--- config.mk ---
export PLATFORM = sky130hd
export DESIGN_NAME = multiline_terminal_iot_interface_unit
export DESIGN_NICKNAME = d
export VERILOG_FILES = /design/src/sv/mlti_pkg.sv /design/src/sv/multiline_terminal_iot_interface_unit.sv /design/src/sv/mlti_exec.sv /design/src/sv/mlti_lines.sv
export SDC_FILE = /design/constraint.sdc
export NUM_CORES = 1
export LEC_CHECK = 0
export BUFFER_PORTS_ARGS = -buffer_cell sky130_fd_sc_hd__buf_4
export CAP_MARGIN = 25
export CORE_ASPECT_RATIO = 1.1
export CORE_MARGIN = 5
export CORE_UTILIZATION = 61
export CTS_BUF_LIST = sky130_fd_sc_hd__clkbuf_16
export CTS_CLUSTER_DIAMETER = 80
export DETAILED_ROUTE_END_ITERATION = 7
export GPL_TIMING_DRIVEN = 0
export PLACE_DENSITY = 0.79
export SLEW_MARGIN = 20
export SYNTH_ARGS = -nofsm -noshare
export SYNTH_HDL_FRONTEND = slang
export SYNTH_SLANG_ARGS = --single-unit
--- constraint.sdc ---
create_clock -name clk -period 4.81 [get_ports clk]
set_input_delay 0.481 -clock clk [delete_from_list [all_inputs] [get_ports clk]]
set_output_delay 0.481 -clock clk [all_outputs]
set_load 0.005 [all_outputs]
--- src/sv/mlti_pkg.sv ---
// ----------------------------------------------------------------------------
// mlti_pkg: shared types and codes of the multiline terminal interface
// Item and result beats, per-line status and update records, register and
// error codes.
// ----------------------------------------------------------------------------
package mlti_pkg;

    // Request kinds carried in an input beat
    typedef enum logic [1:0] {
        REQ_IOT    = 2'd0,
        REQ_RX     = 2'd1,
        REQ_TXDONE = 2'd2,
        REQ_NONE   = 2'd3
    } req_t;

    // Error codes
    localparam logic [1:0] ERR_NONE    = 2'd0;
    localparam logic [1:0] ERR_NODEV   = 2'd1;
    localparam logic [1:0] ERR_PULSE   = 2'd2;

    // Configuration register indexes
    localparam logic CFG_LINES = 1'b0;
    localparam logic CFG_BASE  = 1'b1;

    localparam int CFG_W = 6;

    typedef struct packed {
        logic [1:0]  req_type;
        logic [11:0] iot_word;
        logic [11:0] acc_in;
        logic [3:0]  event_line;
        logic [7:0]  rx_char;
        logic        rx_break;
    } item_t;

    typedef struct packed {
        logic [11:0] acc_out;
        logic        skip;
        logic [1:0]  error_code;
        logic        tx_start;
        logic        tx_valid;
        logic [3:0]  tx_line;
        logic [7:0]  tx_char;
        logic        rx_accepted;
        logic        irq_input;
        logic        irq_output;
    } result_t;

    // Status of the one line an item touches
    typedef struct packed {
        logic       rx_done;
        logic       tx_done;
        logic       irq_en;
        logic [7:0] rx_buf;
        logic [7:0] tx_buf;
    } line_stat_t;

    // State changes an item makes on its line
    typedef struct packed {
        logic [3:0] line;
        logic       rx_done_set;
        logic       rx_done_clr;
        logic       tx_done_set;
        logic       tx_done_clr;
        logic       irq_en_set;
        logic       irq_en_clr;
        logic       rx_buf_we;
        logic       tx_buf_we;
        logic [7:0] wdata;
    } line_upd_t;

    // Line reset request from a line count write
    typedef struct packed {
        logic       en;
        logic [4:0] first;
    } line_rst_t;

endpackage

--- src/sv/multiline_terminal_iot_interface_unit.sv ---
// ----------------------------------------------------------------------------
// multiline_terminal_iot_interface_unit: multiline terminal I/O interface
// An accepted input beat is held in the input register, then one pass of
// decode and line update forms its result beat in the result register.
// Throughput: one beat per cycle while out_stall is low, set by the line state update.
// Reset: flags clear, interrupt enables set, buffers read zero, 4 lines at
// base device 32; the block accepts beats right after reset.
// ----------------------------------------------------------------------------
module multiline_terminal_iot_interface_unit
#(
    parameter int MAX_LINES = 16
)
(
    input  logic        clk,
    input  logic        rst_n,
    // input channel
    input  logic        in_valid,
    output logic        in_stall,
    input  logic [1:0]  req_type,
    input  logic [11:0] iot_word,
    input  logic [11:0] acc_in,
    input  logic [3:0]  event_line,
    input  logic [7:0]  rx_char,
    input  logic        rx_break,
    // output channel
    output logic        out_valid,
    input  logic        out_stall,
    output logic [11:0] acc_out,
    output logic        skip,
    output logic [1:0]  error_code,
    output logic        tx_start,
    output logic        tx_valid,
    output logic [3:0]  tx_line,
    output logic [7:0]  tx_char,
    output logic        rx_accepted,
    output logic        irq_input,
    output logic        irq_output,
    // configuration
    input  logic        cfg_we,
    input  logic        cfg_index,
    input  logic [mlti_pkg::CFG_W-1:0] cfg_data
);
    import mlti_pkg::*;

    localparam logic [4:0] MAX_N     = 5'(MAX_LINES);
    localparam logic [4:0] LINES_RST = (MAX_LINES < 4) ? 5'(MAX_LINES) : 5'd4;

    logic [4:0]  lines_reg;
    logic [5:0]  base_reg;
    logic        s1_valid_reg;
    item_t       s1_item_reg;
    logic        out_valid_reg;
    result_t     res_reg;
    logic        advance;
    logic        take;
    logic [4:0]  n_raw;
    logic [4:0]  n_sat;
    line_rst_t   lrst;
    logic [3:0]  rd_line;
    line_stat_t  stat;
    result_t     res;
    line_upd_t   upd;
    logic        irq_in_next;
    logic        irq_out_next;
    result_t     res_full;

    // Handshake
    assign advance  = !out_valid_reg || !out_stall;
    assign in_stall = s1_valid_reg && !advance;
    assign take     = in_valid && !in_stall;

    // Line count write: saturate, ignore zero, reset lines above the smaller count
    always_comb
    begin
        n_raw      = cfg_data[4:0];
        n_sat      = (n_raw > MAX_N) ? MAX_N : n_raw;
        lrst.en    = cfg_we && (cfg_index == CFG_LINES) && (n_raw != 5'd0);
        lrst.first = (n_sat < lines_reg) ? n_sat : lines_reg;
    end

    // Configuration registers
    always_ff @(posedge clk or negedge rst_n)
    begin
        if (!rst_n)
        begin
            lines_reg <= LINES_RST;
            base_reg  <= 6'd32;
        end
        else if (cfg_we)
        begin
            unique case (cfg_index)
                CFG_LINES:
                begin
                    if (n_raw != 5'd0)
                    begin
                        lines_reg <= n_sat;
                    end
                end
                CFG_BASE: base_reg <= cfg_data[5:0];
                default: ;
            endcase
        end
    end

    mlti_exec u_exec
    (
        .item    (s1_item_reg),
        .lines   (lines_reg),
        .base    (base_reg),
        .rd_line (rd_line),
        .stat    (stat),
        .res     (res),
        .upd     (upd)
    );

    mlti_lines #(.MAX_LINES(MAX_LINES)) u_lines
    (
        .clk        (clk),
        .rst_n      (rst_n),
        .rd_line    (rd_line),
        .stat       (stat),
        .upd_en     (s1_valid_reg && advance),
        .upd        (upd),
        .lrst       (lrst),
        .irq_input  (irq_in_next),
        .irq_output (irq_out_next)
    );

    // Merge the summary interrupts taken after the update
    always_comb
    begin
        res_full            = res;
        res_full.irq_input  = irq_in_next;
        res_full.irq_output = irq_out_next;
    end

    // Advance valid bits
    always_ff @(posedge clk or negedge rst_n)
    begin
        if (!rst_n)
        begin
            s1_valid_reg  <= 1'b0;
            out_valid_reg <= 1'b0;
        end
        else
        begin
            if (take)
            begin
                s1_valid_reg <= 1'b1;
            end
            else if (advance)
            begin
                s1_valid_reg <= 1'b0;
            end
            if (advance)
            begin
                out_valid_reg <= s1_valid_reg;
            end
        end
    end

    // Capture input beat and result beat
    always_ff @(posedge clk)
    begin
        if (take)
        begin
            s1_item_reg <= '{req_type, iot_word, acc_in, event_line, rx_char, rx_break};
        end
        if (advance && s1_valid_reg)
        begin
            res_reg <= res_full;
        end
    end

    assign out_valid   = out_valid_reg;
    assign acc_out     = res_reg.acc_out;
    assign skip        = res_reg.skip;
    assign error_code  = res_reg.error_code;
    assign tx_start    = res_reg.tx_start;
    assign tx_valid    = res_reg.tx_valid;
    assign tx_line     = res_reg.tx_line;
    assign tx_char     = res_reg.tx_char;
    assign rx_accepted = res_reg.rx_accepted;
    assign irq_input   = res_reg.irq_input;
    assign irq_output  = res_reg.irq_output;

endmodule

--- src/sv/mlti_exec.sv ---
// ----------------------------------------------------------------------------
// mlti_exec: decode and execute one item
// Matches the device code to a line, runs the pulse or event and forms the
// result fields and the state changes for that line.
// ----------------------------------------------------------------------------
module mlti_exec
(
    input  mlti_pkg::item_t      item,
    input  logic [4:0]           lines,
    input  logic [5:0]           base,
    output logic [3:0]           rd_line,
    input  mlti_pkg::line_stat_t stat,
    output mlti_pkg::result_t    res,
    output mlti_pkg::line_upd_t  upd
);
    import mlti_pkg::*;

    // Pulse codes
    localparam logic [2:0] P_CLR_DONE  = 3'd0;
    localparam logic [2:0] P_SKIP      = 3'd1;
    localparam logic [2:0] P_CLR_ACC   = 3'd2;
    localparam logic [2:0] P_READ_OR   = 3'd4;
    localparam logic [2:0] P_ENABLE    = 3'd5;
    localparam logic [2:0] P_READ      = 3'd6;
    localparam logic [2:0] T_SET_DONE  = 3'd0;
    localparam logic [2:0] T_SKIP      = 3'd1;
    localparam logic [2:0] T_CLR_DONE  = 3'd2;
    localparam logic [2:0] T_LOAD      = 3'd4;
    localparam logic [2:0] T_SKIP_ANY  = 3'd5;
    localparam logic [2:0] T_CLR_LOAD  = 3'd6;

    logic [5:0] dev;
    logic [2:0] pulse;
    logic [5:0] off;
    logic       dev_bad;
    logic       ev_bad;
    logic [3:0] ln;

    // Match the device code against the active range
    always_comb
    begin
        dev     = item.iot_word[8:3];
        pulse   = item.iot_word[2:0];
        off     = dev - base;
        dev_bad = (dev < base) || (off >= {lines, 1'b0});
        ev_bad  = ({1'b0, item.event_line} >= lines);
        ln      = off[4:1];
        rd_line = (req_t'(item.req_type) == REQ_IOT) ? ln : item.event_line;
    end

    // Execute the pulse or event
    always_comb
    begin
        res             = '0;
        res.acc_out     = item.acc_in;
        res.error_code  = ERR_NONE;
        upd             = '0;
        upd.line        = rd_line;

        unique case (req_t'(item.req_type))
            REQ_IOT:
            begin
                if (dev_bad)
                begin
                    res.error_code = ERR_NODEV;
                end
                else if (off[0])
                begin
                    unique case (pulse) inside
                        T_SET_DONE: upd.tx_done_set = 1'b1;
                        T_SKIP:     res.skip = stat.tx_done;
                        T_CLR_DONE: upd.tx_done_clr = 1'b1;
                        T_SKIP_ANY: res.skip = (stat.rx_done | stat.tx_done) & stat.irq_en;
                        T_LOAD, T_CLR_LOAD:
                        begin
                            upd.tx_done_clr = (pulse == T_CLR_LOAD);
                            upd.tx_buf_we   = 1'b1;
                            upd.wdata       = item.acc_in[7:0];
                            res.tx_start    = 1'b1;
                            res.tx_line     = ln;
                            res.tx_char     = item.acc_in[7:0];
                        end
                        default:    res.error_code = ERR_PULSE;
                    endcase
                end
                else
                begin
                    unique case (pulse)
                        P_CLR_DONE: upd.rx_done_clr = 1'b1;
                        P_SKIP:     res.skip = stat.rx_done;
                        P_CLR_ACC:
                        begin
                            upd.rx_done_clr = 1'b1;
                            res.acc_out     = '0;
                        end
                        P_READ_OR:  res.acc_out = item.acc_in | {4'd0, stat.rx_buf};
                        P_ENABLE:
                        begin
                            upd.irq_en_set = item.acc_in[0];
                            upd.irq_en_clr = ~item.acc_in[0];
                        end
                        P_READ:
                        begin
                            upd.rx_done_clr = 1'b1;
                            res.acc_out     = {4'd0, stat.rx_buf};
                        end
                        default:    res.error_code = ERR_PULSE;
                    endcase
                end
            end
            REQ_RX:
            begin
                if (ev_bad)
                begin
                    res.error_code = ERR_NODEV;
                end
                else if (!stat.rx_done)
                begin
                    upd.rx_buf_we   = 1'b1;
                    upd.wdata       = item.rx_break ? 8'd0 : item.rx_char;
                    upd.rx_done_set = 1'b1;
                    res.rx_accepted = 1'b1;
                end
            end
            REQ_TXDONE:
            begin
                if (ev_bad)
                begin
                    res.error_code = ERR_NODEV;
                end
                else
                begin
                    res.tx_valid    = 1'b1;
                    res.tx_line     = item.event_line;
                    res.tx_char     = stat.tx_buf;
                    upd.tx_done_set = 1'b1;
                end
            end
            default: ;
        endcase
    end

endmodule

--- src/sv/mlti_lines.sv ---
// ----------------------------------------------------------------------------
// mlti_lines: per-line flags and character buffers
// Holds done flags, interrupt enables and buffers; serves one line's status
// per cycle, applies item updates and line resets, forms the summary irqs.
// ----------------------------------------------------------------------------
module mlti_lines
#(
    parameter int MAX_LINES = 16
)
(
    input  logic                 clk,
    input  logic                 rst_n,
    input  logic [3:0]           rd_line,
    output mlti_pkg::line_stat_t stat,
    input  logic                 upd_en,
    input  mlti_pkg::line_upd_t  upd,
    input  mlti_pkg::line_rst_t  lrst,
    output logic                 irq_input,
    output logic                 irq_output
);
    import mlti_pkg::*;

    localparam int LW = (MAX_LINES > 1) ? $clog2(MAX_LINES) : 1;

    logic [MAX_LINES-1:0] rx_done_reg, rx_done_next;
    logic [MAX_LINES-1:0] tx_done_reg, tx_done_next;
    logic [MAX_LINES-1:0] ien_reg, ien_next;
    logic [MAX_LINES-1:0] rxv_reg, rxv_next;
    logic [MAX_LINES-1:0] txv_reg, txv_next;
    logic [7:0]           rx_buf_reg [MAX_LINES];
    logic [7:0]           tx_buf_reg [MAX_LINES];
    logic [MAX_LINES-1:0] m;
    logic [MAX_LINES-1:0] rmask;
    logic [LW-1:0]        ri;
    logic [LW-1:0]        wi;

    // Read the addressed line; an unwritten buffer reads as zero
    always_comb
    begin
        ri           = rd_line[LW-1:0];
        stat.rx_done = rx_done_reg[ri];
        stat.tx_done = tx_done_reg[ri];
        stat.irq_en  = ien_reg[ri];
        stat.rx_buf  = rxv_reg[ri] ? rx_buf_reg[ri] : 8'd0;
        stat.tx_buf  = txv_reg[ri] ? tx_buf_reg[ri] : 8'd0;
    end

    // Next flag values: line reset or item update
    always_comb
    begin
        wi = upd.line[LW-1:0];
        m  = MAX_LINES'(1) << upd.line;
        for (int i = 0; i < MAX_LINES; i++)
        begin
            rmask[i] = (5'(i) >= lrst.first);
        end
        rx_done_next = rx_done_reg;
        tx_done_next = tx_done_reg;
        ien_next     = ien_reg;
        rxv_next     = rxv_reg;
        txv_next     = txv_reg;
        if (lrst.en)
        begin
            rx_done_next = rx_done_reg & ~rmask;
            tx_done_next = tx_done_reg & ~rmask;
            ien_next     = ien_reg | rmask;
            rxv_next     = rxv_reg & ~rmask;
            txv_next     = txv_reg & ~rmask;
        end
        else if (upd_en)
        begin
            rx_done_next = (rx_done_reg & ~(upd.rx_done_clr ? m : '0))
                         | (upd.rx_done_set ? m : '0);
            tx_done_next = (tx_done_reg & ~(upd.tx_done_clr ? m : '0))
                         | (upd.tx_done_set ? m : '0);
            ien_next     = (ien_reg & ~(upd.irq_en_clr ? m : '0))
                         | (upd.irq_en_set ? m : '0);
            rxv_next     = rxv_reg | (upd.rx_buf_we ? m : '0);
            txv_next     = txv_reg | (upd.tx_buf_we ? m : '0);
        end
        irq_input  = |(rx_done_next & ien_next);
        irq_output = |(tx_done_next & ien_next);
    end

    // Hold flags and valid bits
    always_ff @(posedge clk or negedge rst_n)
    begin
        if (!rst_n)
        begin
            rx_done_reg <= '0;
            tx_done_reg <= '0;
            ien_reg     <= '1;
            rxv_reg     <= '0;
            txv_reg     <= '0;
        end
        else
        begin
            rx_done_reg <= rx_done_next;
            tx_done_reg <= tx_done_next;
            ien_reg     <= ien_next;
            rxv_reg     <= rxv_next;
            txv_reg     <= txv_next;
        end
    end

    // Write buffers
    always_ff @(posedge clk)
    begin
        if (upd_en && !lrst.en && upd.rx_buf_we)
        begin
            rx_buf_reg[wi] <= upd.wdata;
        end
        if (upd_en && !lrst.en && upd.tx_buf_we)
        begin
            tx_buf_reg[wi] <= upd.wdata;
        end
    end

endmodule
== After elaboration in Yosys (flattened, before gate mapping) ==
Memories as Yosys holds them, arrays and structs flattened.
Index checks and enable logic that the tools add are counted.
Operators by class
  add/subtract/negate cells: 1
  order comparisons: 22
  equal/unequal tests: 7
  shifts and indexed selects: 1
  mux-type cells: 78
  bitwise gates (word level): 26
  reductions and logical operators: 30
Operator list (number)
  two-way mux 16 bit: 17
  AND 16 bit: 9
  bitwise OR 16 bit: 6
  NOT 16 bit: 4
  two-way mux 12 bit: 4
  greater-or-equal comparator 4 x 5 -> 1 bit (first input constant): 8
  two-way mux 8 bit: 5
  two-way mux 13 bit: 3
  one-hot mux 12 bit (3 select lines): 1
  OR reduction 16 bit: 2
  two-way mux 9 bit: 3
  one-hot mux 12 bit (2 select lines): 1
  two-way mux 1 bit: 23
  binary-select mux 1 bit (select 4 bit): 5
  greater-or-equal comparator 3 x 5 -> 1 bit (first input constant): 4
  one-hot mux 8 bit (2 select lines): 1
  << shifter 1 x 4 -> 16 bit (first input constant): 1
  two-way mux 5 bit: 3
  bitwise OR 12 x 8 -> 12 bit: 1
  greater-or-equal comparator 1 x 5 -> 1 bit (first input constant): 2
  greater-or-equal comparator 2 x 5 -> 1 bit (first input constant): 2
  two-way mux 2 bit: 5
  == test 3 bit (second input constant): 3
  logical AND 1 bit: 8
  29 further kinds: 44
Storage, ports and cells
  bits in registers: 161
  RAM bits: 256
  input bits: 51
  output and inout port bits: 34
  word-level logic and storage cells: 192
  memories: 2
Memories
  u_lines.rx_buf_reg: words 16, bits a word 8, rd ports 1, clocked after memory_dff 0, write ports 1, line mlti_lines.sv:30  | logic [7:0] rx_buf_reg [MAX_LINES];
  u_lines.tx_buf_reg: words 16, bits a word 8, rd ports 1, clocked after memory_dff 0, write ports 1, line mlti_lines.sv:31  | logic [7:0] tx_buf_reg [MAX_LINES];

== Depth between registers and ports, before layout ==
Gate-level depths: netlist of the first run.
  depth after elaboration: 14
  depth in mapped cells: 20

== Hierarchy ==
A second synthesis of the first run with hierarchy kept.
Second synthesis, totals
  cell total of the unflattened synthesis: 1136
  area, all modules: 18571.6 um2
By module, submodules not included
  mlti_lines: instances 1, cells each 821, area an instance 14412.6 um2
  multiline_terminal_iot_interface_unit: instances 1, cells each 140, area an instance 2894.0 um2
  mlti_exec: instances 1, cells each 175, area an instance 1265.0 um2

== Worst setup path before layout of the first run ==
OpenSTA, ideal clock, no wires.
  kind: register -> register
  start point: register base_reg[0]
  end point: register res_reg (netlist bit irq_output), data pin
  setup time: 280 ps
  data arrival time: 3939 ps
  required time: 4530 ps
  path slack: 591 ps
  stages on the path, launching flop included: 19
  path buffers: 1
  clock period less this slack: 4219 ps
  cells stage by stage: dfrtp_1 > ha_1 > fa_1 > nand2b_1 > o2bb2ai_1 > xnor2_2 > inv_2 > ha_1 > a211oi_1 > o21ai_1 > a211oi_2 > nand3_1 > clkbuf_1 > nor3_1 > mux2i_1 > a21boi_0 > a2111oi_0 > and4b_1 > nand4_1
On the way
  cells in the longest elaborated chain, start to end: 13
  elaborated cells on any way between the ends: 27
RTL lines
  from (decl): line multiline_terminal_iot_interface_unit.sv:49  | logic [5:0] base_reg;
  from (signal assigned): line multiline_terminal_iot_interface_unit.sv:99  | CFG_BASE: base_reg <= cfg_data[5:0];
  subtractor 6 bit: line mlti_exec.sv:44  | off = dev - base;
  greater-or-equal comparator 6 bit: line mlti_exec.sv:45  | dev_bad = (dev < base) || (off >= {lines, 1'b0});
  logical OR 1 bit: line mlti_exec.sv:45
  two-way mux 5 bit: line mlti_exec.sv:63  | if (dev_bad)
  two-way mux 3 bit: line mlti_exec.sv:60  | unique case (req_t'(item.req_type))
  two-way mux 16 bit, on equally long branches: line mlti_lines.sv:74, mlti_lines.sv:76
  NOT 16 bit, on equally long branches: line mlti_lines.sv:74, mlti_lines.sv:76
  AND 16 bit, on equally long branches: line mlti_lines.sv:74, mlti_lines.sv:76
  bitwise OR 16 bit, on equally long branches: line mlti_lines.sv:75, mlti_lines.sv:77
  two-way mux 16 bit: line mlti_lines.sv:70  | else if (upd_en)
  two-way mux 16 bit: line mlti_lines.sv:62  | if (lrst.en)
  AND 16 bit *: line mlti_lines.sv:82  | irq_output = |(tx_done_next & ien_next);
  OR reduction 16 bit *: line mlti_lines.sv:82
  named net irq_out_next: line multiline_terminal_iot_interface_unit.sv:64  | logic irq_out_next;
  to (signal assigned): line multiline_terminal_iot_interface_unit.sv:171  | res_reg <= res_full;
  to (decl): line multiline_terminal_iot_interface_unit.sv:53  | result_t res_reg;
The timed path passes the listed nets; every way through them passes the cells marked *.
A chain may end at the register's enable or synchronous reset.

== Worst setup path after layout of the first run ==
  start point: register base_reg[0]
  end point: memory u_lines.rx_buf_reg[2][1] (enable)
On the way
  cells in the longest elaborated chain, start to end: 10
RTL lines
  subtractor 6 bit *: line mlti_exec.sv:44
  two-way mux 4 bit *: line mlti_exec.sv:48  | rd_line = (req_t'(item.req_type) == REQ_IOT) ? ln : item.event_line;
  binary-select mux 1 bit (select 4 bit): line mlti_lines.sv:41  | stat.rx_done = rx_done_reg[ri];
  two-way mux 1 bit (implied by the code): line mlti_lines.sv:41
  two-way mux 1 bit: line mlti_exec.sv:117  | else if (!stat.rx_done)
  two-way mux 1 bit: line mlti_exec.sv:113  | if (ev_bad)
  two-way mux 1 bit: line mlti_exec.sv:60
  logical AND 1 bit: line mlti_lines.sv:109  | if (upd_en && !lrst.en && upd.rx_buf_we)
  two-way mux 1 bit: line mlti_lines.sv:109
  two-way mux 1 bit (implied by the code): line mlti_lines.sv:111  | rx_buf_reg[wi] <= upd.wdata;
  to (decl): line mlti_lines.sv:30
Mark *: on every way between the ends. The rest lies on a longest branch, timed or not. The select of a mux whose other input is x is not followed.

==> impl_metrics.py, run 1 <==
metrics = {
    "die": {
        "design.die.area_um2": 32790,
        "design.core.area_um2": 28790,
        "io_pins": 85,
        "die_w_um": 173.1,
        "fp-row-count": 65,
        "fp.dieH_um": 189.4,
        "start_util_pct": 61.99,
    },
    "yosys": {
        "ys_ff_latch": 417,
        "synth_edf_count": 324,
        "yosysWarningCount": 0,
        "synthCells": 1131,
        "synth_flop_cell": "edfxtp_1",
        "syn_nets": 1206,
        "synth_cell_types": 74,
        "ys_seq_area_share_pct": 67.68,
        "async_flop_share_pct": 22.30,
        "syn_area_um2": 17850,
        "syn_area_per_cell_um2": 15.78,
        "yosysTopAreaCell": "edfxtp_1",
        "yosysTopAreaCellShare_pct": 54.51,
        "synth.area.top_cells": "edfxtp_1 55%, mux4_2 11%, dfrtp_1 11%",
    },
    "timing": {
        "tightest_slew_ns": 1.104,
        "period_needed_ns": 4.777,
        "slew_headroom_pct": 25.65,
        "fin_ws_ns": 0.03265,
        "fin_crit_sh_pct": 99.32,
        "maxClockFrequency_mhz": 209.3,
        "clock_skew_ns": 0.01362,
        "hold_ws_ns": 0.05822,
        "finalSetupViolations": 0,
        "finalHoldViolCount": 0,
        "fin_tns_setup_ns": 0,
        "maxSlewViolCount": 0,
        "rsz0062_at_grt": "true",
    },
    "cells_and_area": {
        "nets": 1350,
        "multi_input_area_um2": 5550,
        "layout_common_cells": "324 x edfxtp_1, 98 x buf_4, 84 x mux4_2",
        "drive_gt1_share_pct": 26.76,
        "final_cells": 1676,
        "syn_to_final_growth_pct": 15.52,
        "fin_area_um2": 20620,
        "final_common_cell": "edfxtp_1",
        "n_antenna_cell": 0,
        "fill_cells": 1794,
        "seq_area_um2": 12080,
    },
    "setup_path": {
        "regToRegSetupSlack_ns": 0.03,
        "setup.worst_path.end_class": "flop",
        "worstReg2RegEnd": "u_lines.rx_buf_reg[2][1]",
        "rr_worst_depth": 10,
        "critical_path.startpoint_type": "flop",
        "crit_type": "reg -> reg",
        "required_ns": 4.97,
        "critPathMaxFanout": 10,
        "rr_startpoint": "base_reg[0]",
        "cp.arrival_ns": 4.93,
    },
    "cts": {
        "ctsLongestPathBuffers": 3,
        "clock_latency_ns": 0.55,
        "clk_pin_slew_worst_paths_ns": 0.06,
        "h-tree-depth": 2,
        "clock_sinks": 417,
        "numCtsBuffers": 42,
        "cts_hold_buf": 0,
        "tritoncts": "yes",
        "clockRootBuffer": "clkbuf_16",
    },
    "placement": {
        "gp_congestion": 0.9962,
        "port_buffers": 81,
        "dp.cells": 1591,
        "placed_area_um2": 19090,
        "post-dp-hpwl_um": 33010,
        "place_ws_ns": -0.4967,
    },
    "global_route": {
        "antenna_found_initial": 0,
        "grt_pass1_vias": 12010,
        "grt-ovfl-total": 0,
        "grt_pass1_wl_um": 75450,
        "grt_max_degree": 94,
        "grtUsageTotal_pct": 30.93,
    },
    "run_status": {
        "status": "completed",
    },
    "job": {
        "max_cap_viol_count": 0,
    },
    "power_and_ir_drop": {
        "leakagePower_uw": 0.007458,
        "powerDensity_nw_per_um2": 421.7,
        "ir_drop_v": 0.0003054,
    },
    "route": {
        "drtIter0Drc": 1641,
        "vias": 11690,
        "wire_per_inst_um": 29.93,
        "ant_nets": 0,
        "routed_wl_um": 50170,
        "drc": 0,
        "viasPerCell": 6.976,
        "first_pass_iters": 6,
    },
    "worst_hold_path": {
        "hold_class": "in -> async",
    },
}
[final cells by class]
class | instances | area share, %
sequential | 417 | 58.58
multi-input combinational | 638 | 26.92
clock buffer | 43 | 5.219
timing repair buffer | 100 | 3.890
tap | 368 | 2.233
clock inverter | 34 | 1.523
buffer | 42 | 1.013
inverter | 34 | 0.6190
[power breakdown]
group          total [uW]  internal, uW  switching [uW]
clock network        3280          1910            1380
registers            4100          4030            68.9
logic                1310           502             805
total                8690          6440            2250
[cell usage after synthesis (all sizes together), types with 2 or more instances]
cell type,number
dfstp,18
nor2b,7
o22ai,42
dfrtp,75
nor3,32
o211ai,21
and2,10
nand3,20
mux4,84
ha,23
a22oi,7
xnor2,4
nand2b,19
o21a,28
clkbuf,14
a22o,11
a21o,16
mux2,7
o21ai,48
a211o,2
a2111oi,3
o31ai,13
nand4,3
buf,28
a21boi,3
a21oi,20
a31oi,5
a31o,3
nor2,78
o2bb2ai,3
nand2,78
a221oi,2
o31a,2
a32o,3
a211oi,7
inv,33
and3,5
mux2i,14
edfxtp,324
[metal layers]
layer / wire length (um) / GRT usage [%] / vias up
met1: 17840 / 39.65 / 5830
met2: 24640 / 52.31 / 897
li1: - / - / 4775
met3: 4748 / 5.731 / 189
met4: 2939 / 13.88 / 0
met5: 0 / 0 / -
[how the worst max path moves through the flow]
stage | start | to | slack, ns | depth (start not counted)
floorplan | base_reg[0] | irq_output | 0.59 | 18
global placement | base_reg[0] | irq_output | -0.37 | 18
detailed placement | base_reg[0] | irq_output | -0.50 | 18
global route | base_reg[0] | u_lines.rx_buf_reg[2][7] | -0.02 | 10
CTS | base_reg[0] | u_lines.tx_buf_reg[7][0] | 0.008 | 11
finish | base_reg[0] | u_lines.rx_buf_reg[2][1] | 0.03 | 10
[worst max-delay path, stage by stage (launching register included)]
cell      delay [ns]
dfrtp_1         0.38
ha_1            0.25
fa_1            0.41
xnor2_1         0.51
a21o_1          0.47
mux4_2          0.42
a22oi_2         0.33
nand4b_4        0.23
buf_2           0.28
buf_2           0.23
nor2_1          0.86
[per-stage QoR]
step                power, uW  utilization [%]
floorplan                4947                -
global placement         5368            65.71
detailed placement       5410            66.29
CTS                      8685            71.28
global route             8986            71.62
finish                   8694            71.62
[what timing repair did]
action | CTS | global route
setup endpoints to repair | 275 | 35
setup buffers | 2 | 3
pin swaps | 2 | 4
gates resized for setup | 8 | 14
gates cloned | 0 | 0
[kinds of logic (layout without fill, tap and decap cells)]
logic type,after synthesis,after routing,share of synthesized area (%)
xor gates and xnor gates,4,4,0.2804
buffers and inverters,76,253,1.823
DFF,417,417,67.68
muxes,105,105,11.85
adders and majority gates,24,24,1.725
AOI/OAI and AO/OA,246,246,9.737
and+or+nand+nor,259,259,6.912
Power figures use the tool's default switching activity.
==> run 2, diff against run 1 <==
- ABC_AREA: default -> 1
- CORE_UTILIZATION: 61 -> 62
- PLACE_DENSITY: 0.79 -> 0.8
==> impl_metrics.py, run 2 <==
metrics = {
    "run_status": {
        "status": "finished with violations",
        "violations": "DRC",
    },
    "cts": {
        "clock_latency_ns": 0.56,
        "tritoncts": "yes",
        "clk_pin_slew_worst_paths_ns": 0.06,
        "numCtsBuffers": 41,
        "ctsLongestPathBuffers": 3,
        "h-tree-depth": 2,
        "clockRootBuffer": "clkbuf_16",
        "clock_sinks": 417,
    },
    "placement": {
        "post-dp-hpwl_um": 42820,
        "port_buffers": 81,
        "placed_area_um2": 20280,
        "gp_congestion": 0.9892,
    },
    "timing": {
        "finalHoldViolCount": 0,
        "rsz0062_at_grt": "true",
        "slew_headroom_pct": 23.31,
        "period_needed_ns": 4.630,
        "maxClockFrequency_mhz": 216.0,
        "hold_ws_ns": 0.003733,
        "fin_crit_sh_pct": 96.26,
        "maxSlewViolCount": 0,
        "tightest_slew_ns": 1.146,
        "clock_skew_ns": 0.01578,
        "finalSetupViolations": 0,
    },
    "die": {
        "design.core.area_um2": 30260,
        "io_pins": 85,
        "design.die.area_um2": 34030,
        "fp.dieH_um": 193.0,
        "start_util_pct": 62.36,
        "die_w_um": 176.3,
        "fp-row-count": 67,
    },
    "cells_and_area": {
        "multi_input_area_um2": 5848,
        "fin_area_um2": 21590,
        "layout_common_cells": "411 x nand2_1, 324 x edfxtp_1, 182 x nor2_1",
        "seq_area_um2": 12080,
        "syn_to_final_growth_pct": 14.41,
        "final_common_cell": "nand2_1",
        "fill_cells": 2105,
        "nets": 2016,
        "drive_gt1_share_pct": 15.77,
        "n_antenna_cell": 0,
    },
    "setup_path": {
        "cp.arrival_ns": 4.79,
        "required_ns": 4.97,
        "critical_path.startpoint_type": "flop",
        "critPathMaxFanout": 10,
        "setup.worst_path.end_class": "flop",
        "crit_type": "reg -> reg",
    },
    "yosys": {
        "ys_seq_area_share_pct": 64.01,
        "synth.area.top_cells": "edfxtp_1 52%, dfrtp_1 9.9%, nand2_1 8.2%",
        "synthCells": 1807,
        "syn_area_um2": 18870,
        "synth_commonest_cells": "411 x nand2_1, 324 x edfxtp_1, 189 x nor2_1, 168 x inv_1, 100 x o21ai_0",
        "synth_flop_cell": "edfxtp_1",
        "yosysTopAreaCell": "edfxtp_1",
        "synth.most_common_cell": "nand2_1",
        "syn_area_per_cell_um2": 10.44,
        "synth_cell_types": 51,
        "ys_ff_latch": 417,
        "yosysTopAreaCellShare_pct": 51.56,
        "async_flop_share_pct": 22.30,
        "synth_edf_count": 324,
        "yosysWarningCount": 0,
        "syn_nets": 1882,
    },
    "global_route": {
        "met3_usage_pct": 7.313,
        "grt_pass1_vias": 14610,
        "grt_max_degree": 94,
        "grt-ovfl-total": 0,
        "grtUsageTotal_pct": 35.82,
        "grtUsageMet2_pct": 58.50,
        "antenna_found_initial": 1,
        "grt_pass1_wl_um": 89770,
        "busiest_layer": "met2",
        "grt_util_met1_pct": 45.41,
    },
    "power_and_ir_drop": {
        "pwr-share-seq_pct": 46.6,
        "combPwrFrac_pct": 19.0,
        "ir_drop_v": 0.0003995,
        "p_sw_share_pct": 29.91,
        "leakagePower_uw": 0.008651,
        "powerDensity_nw_per_um2": 416.1,
        "power.internal_uw": 6296,
        "p_clk_share_pct": 34.4,
        "p_switching_uw": 2687,
    },
    "route": {
        "viasPerCell": 6.298,
        "vias": 15030,
        "wire_per_inst_um": 25.25,
        "drtIter0Drc": 2183,
        "ant_nets": 0,
        "drc": 3,
        "routed_wl_um": 60240,
        "first_pass_iters": 8,
    },
    "worst_hold_path": {
        "hold_class": "in -> async",
    },
    "job": {
        "max_cap_viol_count": 0,
    },
}
## run 2: changes by cell type after synthesis, moves of 27 or more
cell and change:
nand3_1 +62, o21ai_0 +67, nand2_1 +334, o221ai_1 +33, nor2_1 +113, mux4_2 -84
inv_1 +137, nand4_1 +27
## run 2: critical path, stage by stage, from the launching register on
cell      delay [ns]
dfrtp_1         0.32
inv_1           0.05
ha_1            0.35
a21oi_1         0.19
nand2_1         0.09
nand2_2         0.11
nand2_1         0.07
a21oi_1         0.16
xnor2_1         0.15
ha_1            0.27
a21oi_1         0.27
nand2_1         0.09
nor2_1          0.13
nand2_1         0.15
nor2_2          0.28
inv_1           0.19
clkbuf_1        0.38
nor2_1          0.98
## run 2: final timing paths
| kind | startpoint | endpoint | slack, ns | cells after the start |
|---|---|---|---|---|
| setup / recovery | base_reg[2] | u_lines.tx_buf_reg[3][2] | 0.18 | 17 |
| hold / removal | rst_n | base_reg[3] | 0.004 | 1 |
| setup reg to reg | base_reg[2] | u_lines.tx_buf_reg[3][2] | 0.18 | 17 |
| hold reg to reg | u_lines.rxv_reg[7] | u_lines.rxv_reg[7] | 0.50 | 2 |
| max in group asynchronous | rst_n | u_lines.rx_done_reg[13] | 4.12 | 1 |
| min in group clk | acc_in[10] | s1_item_reg[23] | 0.11 | 1 |
## run 2: stage by stage
step           setup WS, ns  power (uW)  instances  setup TNS, ns  utilization, %
6_report             0.1801        8983       2386              0           71.34
5_1_grt            -0.06721        9279       2386        -0.7305           71.34
4_1_cts            -0.04665        8934       2386        -0.7850           71.20
3_5_place_dp       -0.01042        5897       2312       -0.08117           67.01
3_3_place_gp         -1.736        5842       2302        -309.08           66.08
2_1_floorplan        0.5012        5206       1807              0               -
## run 2: area by class of cell
type	count	share of cell area, %
sequential	417	55.95
inverter	189	3.309
buffer	67	1.681
multi-input combinational	1134	27.09
timing repair buffer	91	3.715
tap	414	2.399
clock inverter	33	1.113
clock buffer	41	4.752
## run 2: per-layer routing
layer  share of wire (%)  vias up  wire [um]
met5               0.022        -         13
met4                 7.0        2       4193
met3                  11      247       6438
met2                  47     1065      28560
met1                  35     7178      21040
li1                    -     6535          -
## run 2: power groups by stage
stage | logic (uW) | registers [uW] | clock network [uW]
final | 1700 | 4180 | 3090
after global routing | 1830 | 4190 | 3260
after CTS | 1660 | 4180 | 3090
after detailed placement | 1650 | 4250 | 0
after global placement | 1590 | 4250 | 0
after floorplan | 987 | 4220 | 0
## run 2: logic make-up (layout without fill, tap and decap cells)
logic type	after synthesis	count (layout)	share of synthesized area, %
fa+ha+maj	24	24	1.631
flops	417	417	64.01
mux	1	1	0.05967
buf+inv	256	421	5.702
compound gates	293	293	9.753
xor+xnor	1	1	0.04642
simple gates	815	815	18.80
## run 2: what timing repair did
item / CTS / global route
setup endpoints to repair: 31 / 65
hold buffers: 0 / 0
gates resized for setup: 1 / 13
setup buffers: 0 / 0
hold endpoints to repair: 0 / 0
